===== src/rtl/json_string_unescape_defines.svh =====
// ----------------------------------------------------------------------------
// json_string_unescape assertion macros
// Shared concurrent assertion forms, clocked on clk and disabled in reset.
// ----------------------------------------------------------------------------
`ifndef JSON_STRING_UNESCAPE_DEFINES_SVH
`define JSON_STRING_UNESCAPE_DEFINES_SVH

// same-cycle implication
`define JSU_ASSERT_IMP(label, ante, cons, msg) \
	label: assert property (@(posedge clk) disable iff (!arst_n) (ante) |-> (cons)) \
		else $error(msg);

// next-cycle implication
`define JSU_ASSERT_NXT(label, ante, cons, msg) \
	label: assert property (@(posedge clk) disable iff (!arst_n) (ante) |=> (cons)) \
		else $error(msg);

`endif


===== src/rtl/jsu_pkg.sv =====
// ----------------------------------------------------------------------------
// jsu_pkg
// Types and character constants shared by the JSON string unescaper.
// ----------------------------------------------------------------------------
package jsu_pkg;

	// most bytes one item can produce
	localparam int MaxOut = 5;
	localparam int CntW   = $clog2(MaxOut + 1);

	// escape characters
	localparam logic [7:0] CH_BSLASH = 8'h5C;
	localparam logic [7:0] CH_QUOTE  = 8'h22;
	localparam logic [7:0] CH_SLASH  = 8'h2F;
	localparam logic [7:0] CH_N      = 8'h6E;
	localparam logic [7:0] CH_R      = 8'h72;
	localparam logic [7:0] CH_T      = 8'h74;
	localparam logic [7:0] CH_B      = 8'h62;
	localparam logic [7:0] CH_F      = 8'h66;
	localparam logic [7:0] CH_U      = 8'h75;

	// control bytes the simple escapes turn into
	localparam logic [7:0] CTL_LF  = 8'h0A;
	localparam logic [7:0] CTL_CR  = 8'h0D;
	localparam logic [7:0] CTL_TAB = 8'h09;
	localparam logic [7:0] CTL_BS  = 8'h08;
	localparam logic [7:0] CTL_FF  = 8'h0C;

	// utf-8 framing
	localparam logic [7:0]  Utf8Lead2 = 8'hC0;
	localparam logic [7:0]  Utf8Lead3 = 8'hE0;
	localparam logic [7:0]  Utf8Cont  = 8'h80;
	localparam logic [15:0] Utf8Lim1  = 16'h0080;
	localparam logic [15:0] Utf8Lim2  = 16'h0800;

	// escape progress: how many bytes of an escape are held
	typedef enum logic [2:0] {
		ST_IDLE   = 3'd0,
		ST_BSLASH = 3'd1,
		ST_U      = 3'd2,
		ST_HEX1   = 3'd3,
		ST_HEX2   = 3'd4,
		ST_HEX3   = 3'd5
	} jsu_pend_t;

	// the bytes one item produces, in output order
	typedef struct packed {
		logic [MaxOut-1:0][7:0] bytes;
		logic [CntW-1:0]        count;
		logic                   last;
	} jsu_res_t;

endpackage


===== src/rtl/jsu_in_if.sv =====
// ----------------------------------------------------------------------------
// jsu_in_if
// Escaped byte channel: valid/ready handshake with byte and end-of-string flag.
// ----------------------------------------------------------------------------
interface jsu_in_if;
	logic       valid;
	logic       ready;
	logic [7:0] in_byte;
	logic       is_final;

	modport source (output valid, output in_byte, output is_final, input ready);
	modport sink (input valid, input in_byte, input is_final, output ready);
endinterface


===== src/rtl/jsu_out_if.sv =====
// ----------------------------------------------------------------------------
// jsu_out_if
// Unescaped byte channel: valid/ready handshake with byte and last-byte flag.
// ----------------------------------------------------------------------------
interface jsu_out_if;
	logic       valid;
	logic       ready;
	logic [7:0] out_byte;
	logic       out_final;

	modport source (output valid, output out_byte, output out_final, input ready);
	modport sink (input valid, input out_byte, input out_final, output ready);
endinterface


===== src/rtl/jsu_decode.sv =====
// ----------------------------------------------------------------------------
// jsu_decode
// Escape state and buffered hex bytes; turns one raw byte into its output list.
// ----------------------------------------------------------------------------
module jsu_decode (
	input  logic              clk,
	input  logic              arst_n,
	input  logic              adv,
	input  logic [7:0]        data,
	input  logic              fin,
	output jsu_pkg::jsu_res_t res,
	output jsu_pkg::jsu_pend_t state
);
	import jsu_pkg::*;

	typedef struct packed {
		jsu_res_t  res;
		jsu_pend_t pc;
	} mini_t;

	jsu_pend_t  pc_q;
	jsu_pend_t  pc_d;
	logic [7:0] hex_q [3];
	logic       hex_we;
	logic [1:0] hex_idx;

	// append one byte, dropping anything past the last slot
	function automatic jsu_res_t push(jsu_res_t r, logic [7:0] b);
		jsu_res_t o;
		o = r;
		if (o.count < CntW'(MaxOut)) begin
			o.bytes[o.count] = b;
			o.count = o.count + CntW'(1);
		end
		return o;
	endfunction

	// {hit, byte} for the single-character escapes
	function automatic logic [8:0] simple_map(logic [7:0] c);
		logic [8:0] m;
		m = '0;
		unique case (c)
			CH_QUOTE:  m = {1'b1, CH_QUOTE};
			CH_BSLASH: m = {1'b1, CH_BSLASH};
			CH_SLASH:  m = {1'b1, CH_SLASH};
			CH_N:      m = {1'b1, CTL_LF};
			CH_R:      m = {1'b1, CTL_CR};
			CH_T:      m = {1'b1, CTL_TAB};
			CH_B:      m = {1'b1, CTL_BS};
			CH_F:      m = {1'b1, CTL_FF};
			default:   m = '0;
		endcase
		return m;
	endfunction

	// {valid, nibble} of a hex digit
	function automatic logic [4:0] hex_digit(logic [7:0] c);
		logic [4:0] d;
		d = '0;
		if (c >= 8'h30 && c <= 8'h39) begin
			d = {1'b1, c[3:0]};
		end else if ((c >= 8'h41 && c <= 8'h46) || (c >= 8'h61 && c <= 8'h66)) begin
			d = {1'b1, c[3:0] + 4'd9};
		end
		return d;
	endfunction

	// one byte through the plain/backslash/'u' part of the escape machine
	function automatic mini_t mini_step(mini_t m, logic [7:0] b, logic last);
		mini_t      o;
		logic [8:0] se;
		o  = m;
		se = simple_map(b);
		unique case (m.pc)
			ST_BSLASH: begin
				if (se[8]) begin
					o.res = push(o.res, se[7:0]);
					o.pc  = ST_IDLE;
				end else if (b == CH_U && !last) begin
					o.pc = ST_U;
				end else begin
					o.res = push(o.res, CH_BSLASH);
					o.res = push(o.res, b);
					o.pc  = ST_IDLE;
				end
			end
			ST_U: begin
				// only reached on the final byte of a replay
				o.res = push(o.res, CH_BSLASH);
				o.res = push(o.res, CH_U);
				o.res = push(o.res, b);
				o.pc  = ST_IDLE;
			end
			default: begin
				if (b == CH_BSLASH && !last) begin
					o.pc = ST_BSLASH;
				end else begin
					o.res = push(o.res, b);
				end
			end
		endcase
		return o;
	endfunction

	// next state and output list
	always_comb begin
		mini_t       m;
		logic [1:0]  len;
		logic [4:0]  dg [4];
		logic [15:0] cp;

		m.res      = '0;
		m.res.last = fin;
		m.pc       = ST_IDLE;
		pc_d       = pc_q;
		hex_we     = 1'b0;
		hex_idx    = 2'(pc_q - ST_U);
		len        = 2'(pc_q - ST_BSLASH);
		dg[0]      = hex_digit(hex_q[0]);
		dg[1]      = hex_digit(hex_q[1]);
		dg[2]      = hex_digit(hex_q[2]);
		dg[3]      = hex_digit(data);
		cp         = '0;

		unique case (pc_q)
			ST_U, ST_HEX1, ST_HEX2: begin
				if (!fin) begin
					hex_we = 1'b1;
					pc_d   = jsu_pend_t'(pc_q + 3'd1);
				end else begin
					// cut short: backslash, 'u', then the held bytes and this byte replayed
					m.res = push(m.res, CH_BSLASH);
					m.res = push(m.res, CH_U);
					for (int k = 0; k < 3; k++) begin
						if (k < int'(len)) begin
							m = mini_step(m, (k == int'(len) - 1) ? data : hex_q[k],
								k == int'(len) - 1);
						end
					end
					pc_d = ST_IDLE;
				end
			end
			ST_HEX3: begin
				// leading run of hex digits
				priority if (!dg[0][4]) begin
					cp = '0;
				end else if (!dg[1][4]) begin
					cp = {12'd0, dg[0][3:0]};
				end else if (!dg[2][4]) begin
					cp = {8'd0, dg[0][3:0], dg[1][3:0]};
				end else if (!dg[3][4]) begin
					cp = {4'd0, dg[0][3:0], dg[1][3:0], dg[2][3:0]};
				end else begin
					cp = {dg[0][3:0], dg[1][3:0], dg[2][3:0], dg[3][3:0]};
				end
				// utf-8 encode
				priority if (cp < Utf8Lim1) begin
					m.res = push(m.res, cp[7:0]);
				end else if (cp < Utf8Lim2) begin
					m.res = push(m.res, Utf8Lead2 | {3'd0, cp[10:6]});
					m.res = push(m.res, Utf8Cont | {2'd0, cp[5:0]});
				end else begin
					m.res = push(m.res, Utf8Lead3 | {4'd0, cp[15:12]});
					m.res = push(m.res, Utf8Cont | {2'd0, cp[11:6]});
					m.res = push(m.res, Utf8Cont | {2'd0, cp[5:0]});
				end
				pc_d = ST_IDLE;
			end
			default: begin
				m.pc = (pc_q == ST_BSLASH) ? ST_BSLASH : ST_IDLE;
				m    = mini_step(m, data, fin);
				pc_d = m.pc;
			end
		endcase

		res = m.res;
	end

	// escape state register
	always_ff @(posedge clk or negedge arst_n) begin
		if (!arst_n) begin
			pc_q <= ST_IDLE;
		end else if (adv) begin
			pc_q <= pc_d;
		end
	end

	// held hex bytes
	always_ff @(posedge clk) begin
		if (adv && hex_we) begin
			hex_q[hex_idx] <= data;
		end
	end

	assign state = pc_q;

endmodule


===== src/rtl/jsu_outbuf.sv =====
// ----------------------------------------------------------------------------
// jsu_outbuf
// Result register: holds one item's output bytes and shifts them out in order.
// ----------------------------------------------------------------------------
module jsu_outbuf (
	input  logic              clk,
	input  logic              arst_n,
	input  logic              load,
	input  jsu_pkg::jsu_res_t res,
	output logic              can_load,
	jsu_out_if.source         plain
);
	import jsu_pkg::*;

	logic [MaxOut-1:0][7:0] bytes_q;
	logic [CntW-1:0]        cnt_q;
	logic                   last_q;
	logic                   take;

	// output side
	assign take            = plain.valid && plain.ready;
	assign plain.valid     = (cnt_q != '0);
	assign plain.out_byte  = bytes_q[0];
	assign plain.out_final = last_q && (cnt_q == CntW'(1));

	// empty, or emptying on this edge
	assign can_load = (cnt_q == '0) || ((cnt_q == CntW'(1)) && take);

	// fill count
	always_ff @(posedge clk or negedge arst_n) begin
		if (!arst_n) begin
			cnt_q <= '0;
		end else if (load) begin
			cnt_q <= res.count;
		end else if (take) begin
			cnt_q <= cnt_q - CntW'(1);
		end
	end

	// byte slots, head at index zero
	always_ff @(posedge clk) begin
		if (load) begin
			bytes_q <= res.bytes;
			last_q  <= res.last;
		end else if (take) begin
			for (int i = 0; i < MaxOut - 1; i++) begin
				bytes_q[i] <= bytes_q[i + 1];
			end
		end
	end

endmodule


===== src/rtl/json_string_unescape.sv =====
// ----------------------------------------------------------------------------
// json_string_unescape
// JSON string body unescaper with \u to UTF-8 conversion.
// ----------------------------------------------------------------------------
// Usage:
//   escaped carries raw string-body bytes, is_final set on the last byte of a
//   string. plain carries the unescaped bytes, out_final set on the last byte
//   produced for a final input item.
//   An accepted item is held in the input register, decoded there and written
//   into the result register once that can load; the result register then
//   offers its first byte on plain. One item per cycle while each yields at
//   most one byte and plain is ready. An item yielding several bytes (up to
//   five, for a cut-short \u escape) holds the result register until plain
//   has taken them all, since plain moves one byte per cycle while ready;
//   escaped.ready drops while the input register waits behind it. Bytes that
//   start an escape yield nothing and pass at full rate while the result
//   register is free. When plain is stalled the result register holds, the
//   input register fills, and escaped.ready goes low until bytes drain.
//   Reset empties both registers and drops any partial escape.
// ----------------------------------------------------------------------------
`include "json_string_unescape_defines.svh"

module json_string_unescape (
	input logic       clk,
	input logic       arst_n,
	jsu_in_if.sink    escaped,
	jsu_out_if.source plain
);
	import jsu_pkg::*;

	logic       v_s1;
	logic [7:0] byte_s1;
	logic       fin_s1;
	logic       adv;
	logic       can_load;
	jsu_res_t   res;
	jsu_pend_t  state;

	// input register moves on when the result register takes its item
	assign adv           = v_s1 && can_load;
	assign escaped.ready = !v_s1 || adv;

	always_ff @(posedge clk or negedge arst_n) begin
		if (!arst_n) begin
			v_s1 <= 1'b0;
		end else if (escaped.ready) begin
			v_s1 <= escaped.valid;
		end
	end

	always_ff @(posedge clk) begin
		if (escaped.valid && escaped.ready) begin
			byte_s1 <= escaped.in_byte;
			fin_s1  <= escaped.is_final;
		end
	end

	// escape decode
	jsu_decode u_decode (
		.clk    (clk),
		.arst_n (arst_n),
		.adv    (adv),
		.data   (byte_s1),
		.fin    (fin_s1),
		.res    (res),
		.state  (state)
	);

	// result register
	jsu_outbuf u_outbuf (
		.clk      (clk),
		.arst_n   (arst_n),
		.load     (adv),
		.res      (res),
		.can_load (can_load),
		.plain    (plain)
	);

	// checks
	`JSU_ASSERT_NXT(a_hold_s1, v_s1 && !adv, v_s1 && $stable(byte_s1) && $stable(fin_s1), "input register item changed while blocked")
	`JSU_ASSERT_NXT(a_final_idle, adv && fin_s1, state == ST_IDLE, "escape still pending after end of string")
	`JSU_ASSERT_IMP(a_res_count, adv, res.count <= CntW'(MaxOut), "item output list overflows result register")

endmodule


===== src/flat_wrapper.sv =====
// flat-port wrapper written by rule: the top's interface ports become plain ports
module json_string_unescape_flat import jsu_pkg::*;
  (clk, arst_n, escaped_valid, escaped_in_byte, escaped_is_final, escaped_ready, plain_valid, plain_out_byte, plain_out_final, plain_ready);
  jsu_in_if escaped_i ();
  jsu_out_if plain_i ();
  input logic clk;
  input logic arst_n;
  input wire logic [$bits(escaped_i.valid)-1:0] escaped_valid;
  input wire logic [$bits(escaped_i.in_byte)-1:0] escaped_in_byte;
  input wire logic [$bits(escaped_i.is_final)-1:0] escaped_is_final;
  output wire logic [$bits(escaped_i.ready)-1:0] escaped_ready;
  output wire logic [$bits(plain_i.valid)-1:0] plain_valid;
  output wire logic [$bits(plain_i.out_byte)-1:0] plain_out_byte;
  output wire logic [$bits(plain_i.out_final)-1:0] plain_out_final;
  input wire logic [$bits(plain_i.ready)-1:0] plain_ready;
  assign escaped_i.valid = escaped_valid;
  assign escaped_i.in_byte = escaped_in_byte;
  assign escaped_i.is_final = escaped_is_final;
  assign escaped_ready = escaped_i.ready;
  assign plain_valid = plain_i.valid;
  assign plain_out_byte = plain_i.out_byte;
  assign plain_out_final = plain_i.out_final;
  assign plain_i.ready = plain_ready;
  json_string_unescape u_core (.clk(clk), .arst_n(arst_n), .escaped(escaped_i), .plain(plain_i));
endmodule

===== config.mk =====
export PLATFORM = sky130hd
export DESIGN_NAME = json_string_unescape_flat
export DESIGN_NICKNAME = d
export VERILOG_FILES = /design/src/rtl/jsu_pkg.sv /design/src/rtl/jsu_in_if.sv /design/src/rtl/jsu_out_if.sv /design/src/rtl/jsu_decode.sv /design/src/rtl/jsu_outbuf.sv /design/src/rtl/json_string_unescape.sv /design/src/flat_wrapper.sv
export VERILOG_INCLUDE_DIRS = /design/src /design/src/rtl
export SDC_FILE = /design/constraint.sdc
export NUM_CORES = 1
export LEC_CHECK = 0
export BUFFER_PORTS_ARGS = -buffer_cell sky130_fd_sc_hd__buf_4
export CORE_MARGIN = 2
export CORE_UTILIZATION = 35
export CTS_CLUSTER_DIAMETER = 50
export DETAILED_ROUTE_END_ITERATION = 8
export PLACE_DENSITY = 0.48
export REMOVE_ABC_BUFFERS = 1
export SLEW_MARGIN = 20
export SYNTH_ARGS = -nofsm -noshare
export SYNTH_HDL_FRONTEND = slang
export SYNTH_SLANG_ARGS = --single-unit

===== constraint.sdc =====
create_clock -name clk -period 12.5 [get_ports clk]
set_clock_uncertainty 0.2 [all_clocks]
set_input_delay 0.625 -clock clk [delete_from_list [all_inputs] [get_ports clk]]
set_output_delay 0.625 -clock clk [all_outputs]
set_load 0.02 [all_outputs]

# Yosys cells after proc, flatten, opt, wreduce, memory -nomap -nowiden
# Memory sizes are Yosys's and may differ from the RTL's.
# Cells that the tools add are included.
totals:
  ff_bits: 57
  ramBits: 24
  in_bits: 13
  output_inout_bits: 11
  elab_cells: 415
  mem_count: 1
mem_list:
  columns: ["memory", "depth", "word_bits", "rd", "rd_ports_with_merged_regs", "write_ports", "line_no", "source"]
  rows:
  - ["u_core.u_decode.hex_q", 3, 8, 3, 0, 1, "jsu_decode.sv:23", "logic [7:0] hex_q [3];"]
classes:
  addsub: 25
  order_cmp: 77
  n_eq_ne: 42
  n_mux: 183
  bitwise: 18
  n_reduce_logical: 58
ops:
  columns: ["op", "count"]
  rows:
  - ["43-bit two-way mux", 55]
  - ["40-bit bitwise mux", 14]
  - ["47-bit two-way mux", 11]
  - ["8-bit demux with 3-bit select", 16]
  - ["44-bit two-way mux", 8]
  - ["47-bit case mux with 2 select lines", 3]
  - ["9-bit case mux with 8 select lines", 3]
  - ["8-bit by 7-bit == test with 1-bit output, second input constant", 22]
  - ["11-bit two-way mux", 14]
  - ["8-bit two-way mux", 19]
  - ["44-bit case mux with 2 select lines", 1]
  - ["16-bit two-way mux", 5]
  - ["8-bit by 7-bit >= comparator with 1-bit output, second input constant", 8]
  - ["8-bit by 7-bit less-or-equal comparator with 1-bit output, second input constant", 8]
  - ["3-bit by 4-bit < comparator with 1-bit output, second input constant", 16]
  - ["32-bit two-way mux", 2]
  - ["9-bit two-way mux", 7]
  - ["15-bit inverter", 4]
  - ["3-bit by 1-bit adder with 3-bit output, second input constant", 17]
  - ["25-bit bitwise OR", 2]
  - ["5-bit by 25-bit bitwise OR with 25-bit output", 2]
  - ["8-bit by 6-bit == test with 1-bit output, second input constant", 6]
  - ["3-bit by 1-bit >= comparator with 1-bit output, second input constant", 16]
  - ["3-bit < comparator, second input constant", 16]
  - ["38 further kinds", 128]

# Longest topological paths before layout
depth:
  depth_word: 87
  ltp_mapped: 20
  depth_no_buf: 18

# Hierarchy
# A second synthesis with hierarchy kept.
unflattened:
  cells_unflattened: 1148
  area_unflattened_um2: 9511.6
modules_own_cells:
  columns: ["mod", "n_inst", "cells_each", "area_per_inst_um2"]
  rows:
  - ["jsu_decode", 1, 1020, 7113.1]
  - ["jsu_outbuf", 1, 114, 2068.2]
  - ["json_string_unescape", 1, 14, 330.3]

# Worst setup path before layout
# OpenSTA, ideal clock, no wires.
synth_timing:
  path_type: "flip-flop to flip-flop"
  from: "reg u_core.u_decode.pc_q[1], in the netlist u_core.u_decode.state[1]"
  to: "reg u_core.u_outbuf.cnt_q[1]"
  setup_time_ns: 0.121
  t_arrival_ns: 4.483
  required_ns: 12.179
  setup_slack_ns: 7.696
  stages_incl_launch_ff: 20
  synth_period_minus_slack_ns: 4.804
  cell_sequence: "dfrtp_1 -> ha_1 -> buf_4 -> buf_2 -> mux2_2 -> a2111oi_1 -> inv_1 -> ha_1 -> o21ai_0 -> o211ai_2 -> inv_1 -> ha_1 -> clkbuf_1 -> inv_1 -> o21ai_0 -> ha_1 -> a22oi_1 -> o211ai_1 -> a21o_1 -> a22o_1"
synth_between:
  elab_chain_len: 47
  word_cells_on_any_way: 138
  classes_between: "add/sub: 10; order compare: 11; eq/ne: 32; mux: 75; reduce/logical: 10"
synth_lines:
  columns: ["element", "line_no", "source"]
  rows:
  - ["start: declaration", "jsu_decode.sv:21", "jsu_pend_t pc_q;"]
  - ["start signal: assignment", "jsu_decode.sv:184", "pc_q <= pc_d;"]
  - ["2-bit by 1-bit subtractor with 2-bit output", "jsu_decode.sv:118", "len = 2'(pc_q - ST_BSLASH);"]
  - ["2-bit by 1-bit subtractor with 3-bit output", "jsu_decode.sv:136, jsu_decode.sv:137", null]
  - ["32-bit logical NOT", "jsu_decode.sv:136, jsu_decode.sv:137", null]
  - ["8-bit two-way mux", "jsu_decode.sv:136", "m = mini_step(m, (k == int'(len) - 1) ? data : hex_q[k],"]
  - ["8-bit by 7-bit == test with 1-bit output", null, null]
  - ["1-bit logical AND", "jsu_decode.sv:95", "if (b == CH_BSLASH && !last) begin"]
  - ["44-bit two-way mux", "jsu_decode.sv:95", null]
  - ["47-bit two-way mux", "jsu_decode.sv:135", "if (k < int'(len)) begin"]
  - ["[31 not listed]", null, null]
  - ["43-bit two-way mux", "jsu_decode.sv:125", "unique case (pc_q)"]
  - ["3-bit by 1-bit adder with 3-bit output or 3-bit < comparator (tied branches)", "jsu_decode.sv:33, jsu_decode.sv:31", null]
  - ["43-bit two-way mux", "jsu_decode.sv:31", "if (o.count < CntW'(MaxOut)) begin"]
  - ["47-bit case mux with 2 select lines", "jsu_decode.sv:74", "unique case (m.pc)"]
  - ["47-bit two-way mux", "jsu_decode.sv:135", null]
  - ["47-bit two-way mux", "jsu_decode.sv:127", "if (!fin) begin"]
  - ["44-bit case mux with 2 select lines *", "jsu_decode.sv:125", null]
  - ["3-bit two-way mux *", "jsu_outbuf.sv:33", "end else if (load) begin"]
  - ["end signal: assignment", "jsu_outbuf.sv:34", "cnt_q <= res.count;"]
  - ["end signal: assignment", "jsu_outbuf.sv:36", "cnt_q <= cnt_q - CntW'(1);"]
  - ["end: declaration", "jsu_outbuf.sv:16", "logic [CntW-1:0] cnt_q;"]
# Every way passes the cells marked *; elsewhere a longest branch is shown, timed or not. The select of a mux whose other input is x is not followed.
# A chain may end at the register's enable or synchronous reset.

# Worst setup path after layout
layout_timing:
  from: "reg u_core.u_decode.pc_q[1], in the netlist u_core.u_decode.state[1]"
  to: "reg u_core.u_outbuf.bytes_q[18] (netlist name), data pin"
layout_between:
  elab_chain_len: 51
  word_cells_on_any_way: 190
  classes_between: "add/sub: 8; order compare: 27; eq/ne: 32; mux: 101; bitwise: 4; reduce/logical: 18"
layout_lines:
  columns: ["element", "line_no", "source"]
  rows:
  - ["2-bit by 1-bit subtractor with 2-bit output", "jsu_decode.sv:118", null]
  - ["2-bit by 1-bit subtractor with 3-bit output", "jsu_decode.sv:136, jsu_decode.sv:137", null]
  - ["32-bit logical NOT", "jsu_decode.sv:136, jsu_decode.sv:137", null]
  - ["8-bit two-way mux", "jsu_decode.sv:136", null]
  - ["8-bit by 7-bit == test with 1-bit output", null, null]
  - ["1-bit logical AND", "jsu_decode.sv:95", null]
  - ["44-bit two-way mux", "jsu_decode.sv:95", null]
  - ["47-bit two-way mux", "jsu_decode.sv:135", null]
  - ["[35 not listed]", null, null]
  - ["8-bit demux with 3-bit select or 43-bit two-way mux (tied branches)", "jsu_decode.sv:32, jsu_decode.sv:125", null]
  - ["40-bit bitwise mux", "jsu_decode.sv:32", "o.bytes[o.count] = b;"]
  - ["43-bit two-way mux", "jsu_decode.sv:31", null]
  - ["47-bit case mux with 2 select lines", "jsu_decode.sv:74", null]
  - ["47-bit two-way mux", "jsu_decode.sv:135", null]
  - ["47-bit two-way mux", "jsu_decode.sv:127", null]
  - ["44-bit case mux with 2 select lines *", "jsu_decode.sv:125", null]
  - ["32-bit two-way mux *", "jsu_outbuf.sv:42", "if (load) begin"]
  - ["end signal: assignment", "jsu_outbuf.sv:43", "bytes_q <= res.bytes;"]
  - ["end signal: indexed assignment", "jsu_outbuf.sv:47", "bytes_q[i] <= bytes_q[i + 1];"]
  - ["end: declaration", "jsu_outbuf.sv:15", "logic [MaxOut-1:0][7:0] bytes_q;"]
# Marked as above.

==> flow_summary.json <==
{
  "status": "complete, no violations",
  "cts_resized": 0,
  "cp.arrival_ns": 6.25,
  "via_count": 8854,
  "setup-tns-final_ns": 0,
  "ys_async_sr_fraction_pct": 8.64,
  "cts_buffers": 9,
  "critPathMaxFanout": 21,
  "yosysMostFrequentCell": "nand2_1",
  "end_kind": "register",
  "fin_total_pwr_uw": 1190,
  "synth_edf_count": 74,
  "coreArea_um2": 24200,
  "drv_slew": 0,
  "critPathKind": "reg -> reg",
  "power_frac_comb_pct": 39.2,
  "wl_um": 36400,
  "ys_warn_count": 0,
  "cp_data_required_time_ns": 12.39,
  "yosys_most_used_dff": "edfxtp_1",
  "netlist_area_um2": 8540,
  "intPower_uw": 697,
  "firstDrtPassIters": 5,
  "cts.sinks": 81,
  "drive_gt1_share_pct": 10.3,
  "vias_per_cell": 6.54,
  "grt_max_degree": 46,
  "drcViolationCount": 0,
  "min_period_over_period_pct": 50.9,
  "grt_use_total_pct": 27.9,
  "syn_area_per_cell_um2": 8.20,
  "slew-limit-headroom_pct": 28.6,
  "die_x_um": 160,
  "crit-reg2reg-launch": "u_core.u_decode.state[1]",
  "max_freq_ghz": 0.157,
  "ys_ff_latch": 81,
  "p_clk_share_pct": 23.0,
  "gp_congestion": 1.01,
  "syn_inst": 1042,
  "numPortBuffers": 23,
  "io_pins": 24,
  "clock_path_buffers": 2,
  "synth_top_area_share_pct": 26.0,
  "seqPwrFrac_pct": 37.8,
  "drt_iter0_markers": 984,
  "wl_per_cell_um": 26.9,
  "synth_top_area_cell": "edfxtp_1",
  "cts.htree.levels": 3,
  "p_per_area_nw_per_um2": 128,
  "fp.dieH_um": 160,
  "reg2reg_slack_ns": 6.14,
  "setup_violations": 0,
  "tightest_slew_ns": 1.07,
  "synth_cell_types": 97,
  "reg2reg_to": "u_core.u_outbuf.bytes_q[18]",
  "antenna_found_initial": 1,
  "synth.area.top_cells": "edfxtp_1, ha_1, a21oi_1",
  "cts_tree": "done",
  "syn_to_final_growth_pct": 8.11,
  "grt.overflow.total": 0,
  "cts.reportedPaths.clkPinSlew_ns": 0.07,
  "synth_common_cells": "nand2_1, a21oi_1, nor2_1",
  "hpwl_um": 26900,
  "cap_violations": 0,
  "p_switching_uw": 489,
  "ys_seq_area_share_pct": 28.1,
  "ir_drop_v": 0.0000830,
  "hold_class": "in -> reg",
  "grt_pass1_wl_um": 54100,
  "cts_root_buf": "clkbuf_16",
  "cts_setup_buffers": 0,
  "n_antenna_cell": 0,
  "switching_share_pct": 41.3,
  "grt_setup_unrepaired": "false",
  "nNetsFinal": 1073,
  "core.rowCount": 57,
  "crit_start": "u_core.u_decode.state[1]",
  "crit_end": "u_core.u_outbuf.bytes_q[18]",
  "setup.worst_path.start_class": "register",
  "dieArea_um2": 25700,
  "r2r_cells": 16,
  "grt_pass1_vias": 8397,
  "initial_core_util_pct": 35.3,
  "clk_latency_ns": 0.37,
  "period_needed_ns": 6.36,
  "p_leak_uw": 0.00324,
  "finalHoldViolations": 0,
  "antenna_left": 0,
  "holdBufCountCts": 1
}
## critical path, stage by stage (launching register included)
cell,delay (ns)
dfrtp_1,0.52
ha_1,0.72
mux2_2,0.42
a2111oi_1,0.59
inv_1,0.17
ha_1,0.32
o21ai_0,0.20
o211ai_2,0.23
inv_1,0.16
ha_1,0.63
clkinv_1,0.47
nor2_1,0.52
nand2_1,0.22
nor2_1,0.32
a31oi_1,0.16
o211ai_1,0.13
nand3_1,0.10
## cell families after synthesis
| logic type | Yosys count | synth area share, % |
|---|---|---|
| compound gates | 403 | 32.2 |
| simple gates | 360 | 22.5 |
| buf+inv | 111 | 5.65 |
| flops | 81 | 28.1 |
| mux | 45 | 5.71 |
| fa+ha+maj | 36 | 5.27 |
| xor+xnor | 6 | 0.615 |
## placed cells by master (no fill, tap or decap), drive strengths merged, types with 6 or more instances in the layout
master and instances:
nand2 93, a21oi 90, o21ai 83, nor2 81
edfxtp 74, buf 44, inv 39, ha 36
nand3 29, nor3 25, a31oi 24, mux2i 24
nand2b 22, mux2 21, o211ai 20, a22oi 19
a211oi 17, a221oi 13, o22ai 12, o31ai 12
and3 11, nand4bb 10, nand4 10, o221ai 9
clkbuf 9, nor4 9, and2 9, a21o 8
nor3b 7, nor2b 7, or3 7, a41oi 7
a221o 7, dfrtp 7, nand3b 6, o21a 6
or2 6, o311ai 6
## power groups by stage
| stage | Sequential [µW] | Clock [µW] | Combinational, µW |
|---|---|---|---|
| floorplan | 472 | 0 | 233 |
| global placement | 454 | 0 | 458 |
| detailed placement | 454 | 0 | 454 |
| CTS | 449 | 275 | 456 |
| global route | 455 | 285 | 498 |
| finish | 449 | 273 | 465 |
## how the worst min path moves through the flow
stage / cells past startpoint / start / to
after floorplan: 0 / arst_n / u_core.u_decode.state[0]
after global placement: 1 / arst_n / u_core.v_s1
after detailed placement: 1 / arst_n / u_core.v_s1
after CTS: 1 / escaped_is_final / u_core.fin_s1
after global routing: 1 / escaped_is_final / u_core.fin_s1
final: 1 / escaped_is_final / u_core.fin_s1
## metrics by stage
step / setup slack (ns) / instance area [µm²] / std cells / util, % / hold slack [ns]
after floorplan: 7.47 / 8200 / 968 / - / 0.129
after global placement: 6.52 / 8940 / 1336 / 37.0 / 0.272
after detailed placement: 6.30 / 8940 / 1336 / 37.0 / 0.269
after CTS: 6.33 / 9240 / 1353 / 38.2 / 0.230
after global routing: 5.70 / 9240 / 1353 / 38.2 / 0.227
final: 6.14 / 9240 / 1353 / 38.2 / 0.239
## sequential cells by signal, indices dropped and copies added (netlist names)
name,flops
u_core.u_outbuf.last_q,1
u_core.u_decode.state,3
u_core.u_outbuf.bytes_q,32
u_core.u_outbuf.plain.out_byte,8
u_core.u_decode.hex_q,24
u_core.v_s1,1
u_core.byte_s1,8
u_core.fin_s1,1
u_core.u_outbuf.cnt_q,3
## area by class of cell
cell class                      count  area [µm²]
Timing Repair Buffer               45         340
Fill cell                        2512       14900
Tap cell                          324         405
Multi-Input combinational cell    850        5670
Inverter                           37         139
Clock buffer                        9         225
Clock inverter                      7        60.1
Sequential cell                    81        2400
## routing by layer
metal  track usage (%)  vias up  wire length, µm
met5                 0        -               23
met3              4.55       79             2770
met2              43.0      412            15900
li1                  -     4046                -
met4              11.0        2             1390
met1              39.2     4315            16300
Note: power is estimated with default switching activity, not from simulation.
